**src/design/spa_ram.sv**
```systemverilog
// Generic single-write, single-read synchronous RAM with registered read data.
module spa_ram #(
    parameter int W = 32,
    parameter int D = 32,
    localparam int AW = (D > 1) ? $clog2(D) : 1
) (
    input  logic          i_clk,
    input  logic          i_we,
    input  logic [AW-1:0] i_waddr,
    input  logic [W-1:0]  i_wdata,
    input  logic [AW-1:0] i_raddr,
    output logic [W-1:0]  o_rdata
);

    logic [W-1:0] mem [D];
    logic [W-1:0] r_rdata;

    always_ff @(posedge i_clk) begin
        if (i_we) begin
            mem[i_waddr] <= i_wdata;
        end
        r_rdata <= mem[i_raddr];
    end

    assign o_rdata = r_rdata;

endmodule

```
**config.mk**
```make
export PLATFORM = sky130hd
export DESIGN_NAME = spa_ram
export DESIGN_NICKNAME = d
export VERILOG_FILES = /design/src/design/spa_ram.sv
export SDC_FILE = /design/constraint.sdc
export NUM_CORES = 1
export LEC_CHECK = 0
export BUFFER_PORTS_ARGS = -buffer_cell sky130_fd_sc_hd__buf_2
export CORE_ASPECT_RATIO = 1.2
export CORE_UTILIZATION = 56
export DETAILED_ROUTE_END_ITERATION = 6
export PLACE_DENSITY = 0.75
export SYNTH_ARGS = -nofsm -noshare
export SYNTH_HDL_FRONTEND = slang
export SYNTH_SLANG_ARGS = --single-unit
```
**constraint.sdc**
```tcl
create_clock -name i_clk -period 2.85 [get_ports i_clk]
set_input_delay 0.4275 -clock i_clk [delete_from_list [all_inputs] [get_ports i_clk]]
set_output_delay 0.4275 -clock i_clk [all_outputs]
set_load 0.03 [all_outputs]
```
==> impl_summary.md <==
Clock tree
The number of hold-repair buffers added at the cts stage is 0. The total of cells resized after clock tree synthesis is 0. The depth of the CTS H-tree is 3. Post-CTS timing repair inserted 0 buffers for setup.

The number of buffers between clock root and the deepest sink is 3. The source-to-sink clock delay at the later pin of the worst-skew pair is 0.66 ns. The CTS tree is done.

The CTS clock-pin slew for the worst setup and hold paths is 0.06 ns. The number of clock sinks is 1056. In this run, CTS created clock tree buffers numbering 93. The master cell of the clock root buffer is sky130_fd_sc_hd__clkbuf_16.

Setup path
The endpoint identified for the worst register-to-register timing path is o_rdata[10]. The largest fanout on the critical path is 1. The critical path's largest stage delay is 0.49 ns.

STA classifies the critical path endpoint as a primary output. Across all register-to-register paths, the minimum setup slack is 1.38 ns. The type of the setup path with the least slack is flop to primary output. The signal on the critical path passes through buf_2. The number of cells on the worst reg-to-reg path is 5. At the worst endpoint, the required time is 2.42 ns. The endpoint arrival time on the critical path is 1.40 ns. Among all stages on the critical path, the largest delay is contributed by sky130_fd_sc_hd__dfxtp_1. The kind of cell with the highest combined delay along the critical path is flip-flops.

The kind of launch point of the worst setup path is a flop. The startpoint of the worst-slack reg-to-reg timing path is mem[5][10]. The number of buffers and inverters on the critical path is 1.

Finish
Once layout is done, the placed cells without fillers occupy 45900 sq um. Cells with a size suffix above 1 make up 14.6% of the layout. The number of non-filler instances in the completed layout is 3417. The number of nets in the layout is 2461. The area growth from synthesis to layout is 13.3%.

Pwr
For this design the ratio of total power to cell area is 691 nW/um^2. The share of total power dissipated in sequential elements is 54.8%. The share of total power consumed by net switching is 20.7%.

The clock network is responsible for 39.7% of the overall power. The total power after layout is 0.0317 W. The total leakage power is 16.1 nW.

In this run the power spent charging and discharging nets is 0.00656 W. The internal portion of the total power is 0.0251 W. Combinational cells account for 5.5% of the total power. The maximum vdd ir drop is 0.000475 V.

Drt
The initial detailed-routing violation count is 2304. In the routed layout, each cell is associated on average with a via count of 6.28. After detailed routing, the average wire length per cell comes to 27.4 um. The number of nets still failing antenna checks after routing is 0. For this run, design rule violations remaining after detail routing come to 6. The via total after detailed routing is 21446.

The total wire length after detailed routing is 93.8 mm. The number of detailed-routing iterations run before antenna repair is 7.

Run
Across the run, the number of max-cap violations was 0.

Run status
The flow ran to the end, but the final reports show violations. The checks that failed: design-rule violations.

Global routing
Entering global routing, the biggest net connects 52 pins. Global routing used 3.24% of the available met3 tracks. The first-pass GRT wire length is 137 mm. For this run the aggregate overflow at the end of global routing stands at 0. The initial antenna violation count was 5.

The number of global-route vias before repair is 21274. Global routing used 34.5% of the available met1 tracks. The global-route layer with the greatest usage is met2.

The met2 capacity usage during global routing is 43.3%. The total global-route track usage is 25.9%.

Yosys
Counting flops with a built-in enable in the synthesized netlist gives 1024. The cell area that synthesis handed to floorplanning was 40500 sq um. The unique cell type count in the Yosys netlist is 25. The sequential area share after synthesis is 77.5%. The area share of and/or/nand/nor cells after synthesis is 3.10%. The adder-cell share of the synthesized area is 0%.

The cell count after synthesis came out at 2260. The synthesized-area fraction occupied by ao, oa, aoi and oai cells is 4.85%. Multiplexer cells account for 12.7% of the synthesized area.

The combinational family with the most area after synthesis is multiplexers. The number of warnings reported in the yosys synthesis log is 0. The leading register cell type out of synthesis is sky130_fd_sc_hd__edfxtp_1. The number of nets handed over by synthesis was 2304. The flip-flop and latch count after synthesis is 1056. Counting flops with an async set or reset pin after synthesis yields a share of 0%. The mean post-synth cell area is 17.9 sq um.

The xor-xnor portion of the synthesized cell area is 0%.

Floorplan
In this run the core area contains 107 standard-cell rows. The area of the core region is 71200 sq um. For this configuration, the core starts out at a cell density of 56.8%. The number of I/O pins is 76. The width of the die is 247 um. The die covers 73400 sq um.

In this run the vertical extent of the chip is 297 um.

Placement
The post-placement setup slack is 0.566 ns. Detailed placement ended at an HPWL of 53.6 mm. The number of placed instances, taps included, is 3248. The number of port buffers is 75.

Summing all placed instances gives a cell area of 42800 sq um. At the end of routability-driven placement, the weighted congestion stood at 0.809.

Timing
For the pin with the worst max-slew slack, the measured transition is 0.863 ns. After layout, the worst setup slack is 1.02 ns. Timing would allow up to 548 MHz.

The worst clock skew is 0.0192 ns. Setup violations remaining at the end of the flow were counted as 0. The final period demand of the worst path is 1.83 ns.

The final critical path takes up 64.0% of the cycle. The worst slack on hold paths is 0.269 ns. The count of endpoints failing hold in the final timing report came to 0. The number of pins exceeding their max-slew limit in the final report came to 0.

Setup repair after global routing left no endpoint under its margin. The worst max-slew margin expressed relative to the limit is 42.3%.

Hold path
The tightest min-delay check is of the primary input to flop type. The hold path depth is 1. The worst hold path begins at i_wdata[13]. The path with the worst hold slack has its endpoint at mem[4][13].
==> power groups by stage <==
stage	sequential [W]	clock (W)	combinational [W]
5_1_grt	0.0174	0.0133	0.00184
3_5_place_dp	0.0177	0	0.00173
4_1_cts	0.0174	0.0127	0.00173
3_3_place_gp	0.0177	0	0.00168
2_1_floorplan	0.0178	0	0.000892
6_report	0.0174	0.0126	0.00174
==> registers in the layout, indices dropped and copies added (netlist names) <==
name     count
mem       1024
o_rdata     32
==> placed cells by master, fill, tap and decap left out <==
cell                         instances
sky130_fd_sc_hd__nor2_1              1
sky130_fd_sc_hd__or3b_2              3
sky130_fd_sc_hd__nand2_2             1
sky130_fd_sc_hd__clkinv_4            2
sky130_fd_sc_hd__clkbuf_1           20
sky130_fd_sc_hd__and2b_4             1
sky130_fd_sc_hd__clkinv_8            1
sky130_fd_sc_hd__a31oi_1            32
sky130_fd_sc_hd__diode_2             1
sky130_fd_sc_hd__clkinvlp_4          3
sky130_fd_sc_hd__clkbuf_8            5
sky130_fd_sc_hd__inv_6               3
sky130_fd_sc_hd__bufinv_16          11
sky130_fd_sc_hd__nand2b_2            2
sky130_fd_sc_hd__nand3_1            98
sky130_fd_sc_hd__mux2i_1           512
sky130_fd_sc_hd__a22oi_1            96
sky130_fd_sc_hd__and2_4              1
sky130_fd_sc_hd__a22o_1             64
sky130_fd_sc_hd__or3_1               1
sky130_fd_sc_hd__edfxtp_1         1024
sky130_fd_sc_hd__nor3_1             32
sky130_fd_sc_hd__nor2_4             33
sky130_fd_sc_hd__nor2b_4             1
sky130_fd_sc_hd__dfxtp_1            32
sky130_fd_sc_hd__clkbuf_16          96
sky130_fd_sc_hd__a21oi_1            96
sky130_fd_sc_hd__clkinv_1           16
sky130_fd_sc_hd__buf_8               1
sky130_fd_sc_hd__buf_2              74
sky130_fd_sc_hd__nand2_1            97
sky130_fd_sc_hd__or2_2               1
sky130_fd_sc_hd__buf_12             31
sky130_fd_sc_hd__nand3b_1            5
sky130_fd_sc_hd__buf_4              83
sky130_fd_sc_hd__clkinv_2           11
==> worst reg2reg max path, stage by stage (launching register included) <==
cell and delay [ns]:
sky130_fd_sc_hd__edfxtp_1 0.36, sky130_fd_sc_hd__mux2i_1 0.21, sky130_fd_sc_hd__a22o_1 0.16, sky130_fd_sc_hd__nor3_1 0.05, sky130_fd_sc_hd__a31oi_1 0.33, sky130_fd_sc_hd__nand3_1 0.21
==> cells in the mapped netlist (2+ instances only) <==
master	number	area (sq um)
sky130_fd_sc_hd__edfxtp_1	1024	30700
sky130_fd_sc_hd__mux2i_1	512	5120
sky130_fd_sc_hd__nand2_1	98	368
sky130_fd_sc_hd__nand3_1	98	490
sky130_fd_sc_hd__a21oi_1	96	480
sky130_fd_sc_hd__a22oi_1	96	721
sky130_fd_sc_hd__a22o_1	64	561
sky130_fd_sc_hd__clkbuf_1	46	173
sky130_fd_sc_hd__nor2_1	34	128
sky130_fd_sc_hd__buf_4	33	248
sky130_fd_sc_hd__a31oi_1	32	200
sky130_fd_sc_hd__dfxtp_1	32	641
sky130_fd_sc_hd__nor3_1	32	160
sky130_fd_sc_hd__buf_2	26	130
sky130_fd_sc_hd__buf_6	15	169
sky130_fd_sc_hd__buf_1	5	18.8
sky130_fd_sc_hd__nand3b_1	5	37.5
sky130_fd_sc_hd__or3b_2	3	26.3
sky130_fd_sc_hd__clkbuf_4	2	15.0
sky130_fd_sc_hd__nand2b_1	2	12.5
==> cells by family (layout without fill, tap and decap cells) <==
kind of cell | count (synthesis) | after routing
AND/OR/NAND/NOR | 277 | 277
other | 0 | 1
AO/OA/AOI/OAI | 288 | 288
flip-flops | 1056 | 1056
buffers and inverters | 127 | 357
multiplexers | 512 | 512
==> worst max-delay path by stage <==
stage / start / to / slack, ns / cells past startpoint
3_3_place_gp: i_raddr[0] / o_rdata[9] / 0.59 / 8
3_5_place_dp: i_raddr[0] / o_rdata[10] / 0.57 / 8
2_1_floorplan: i_waddr[1] / mem[12][0] / -0.01 / 3
5_1_grt: o_rdata[17] / o_rdata[17] / 0.99 / 1
6_report: o_rdata[14] / o_rdata[14] / 1.02 / 1
4_1_cts: o_rdata[17] / o_rdata[17] / 0.98 / 1
==> metrics by stage <==
step | util (%) | setup TNS [ns]
6_report | 64.4 | 0
5_1_grt | 64.4 | 0
3_5_place_dp | 60.1 | 0
3_3_place_gp | 60.1 | 0
2_1_floorplan | - | -2.22
4_1_cts | 64.4 | 0
==> layout make-up <==
cell class,count,area (sq um)
diodes,1,2.50
clock buffers,121,2550
well taps,926,1160
clock inverters,47,528
fillers,4651,25400
multi-input cells,1077,8610
flip-flops and latches,1056,31400
repair buffers,189,1630
==> metal layers <==
metal / part of all wire, % / vias to the layer above
met5: 0.011 / -
met4: 3.6 / 2
met3: 7.1 / 184
met2: 50 / 943
met1: 39 / 11043
li1: - / 9274
(Power assumes the default switching activity.)
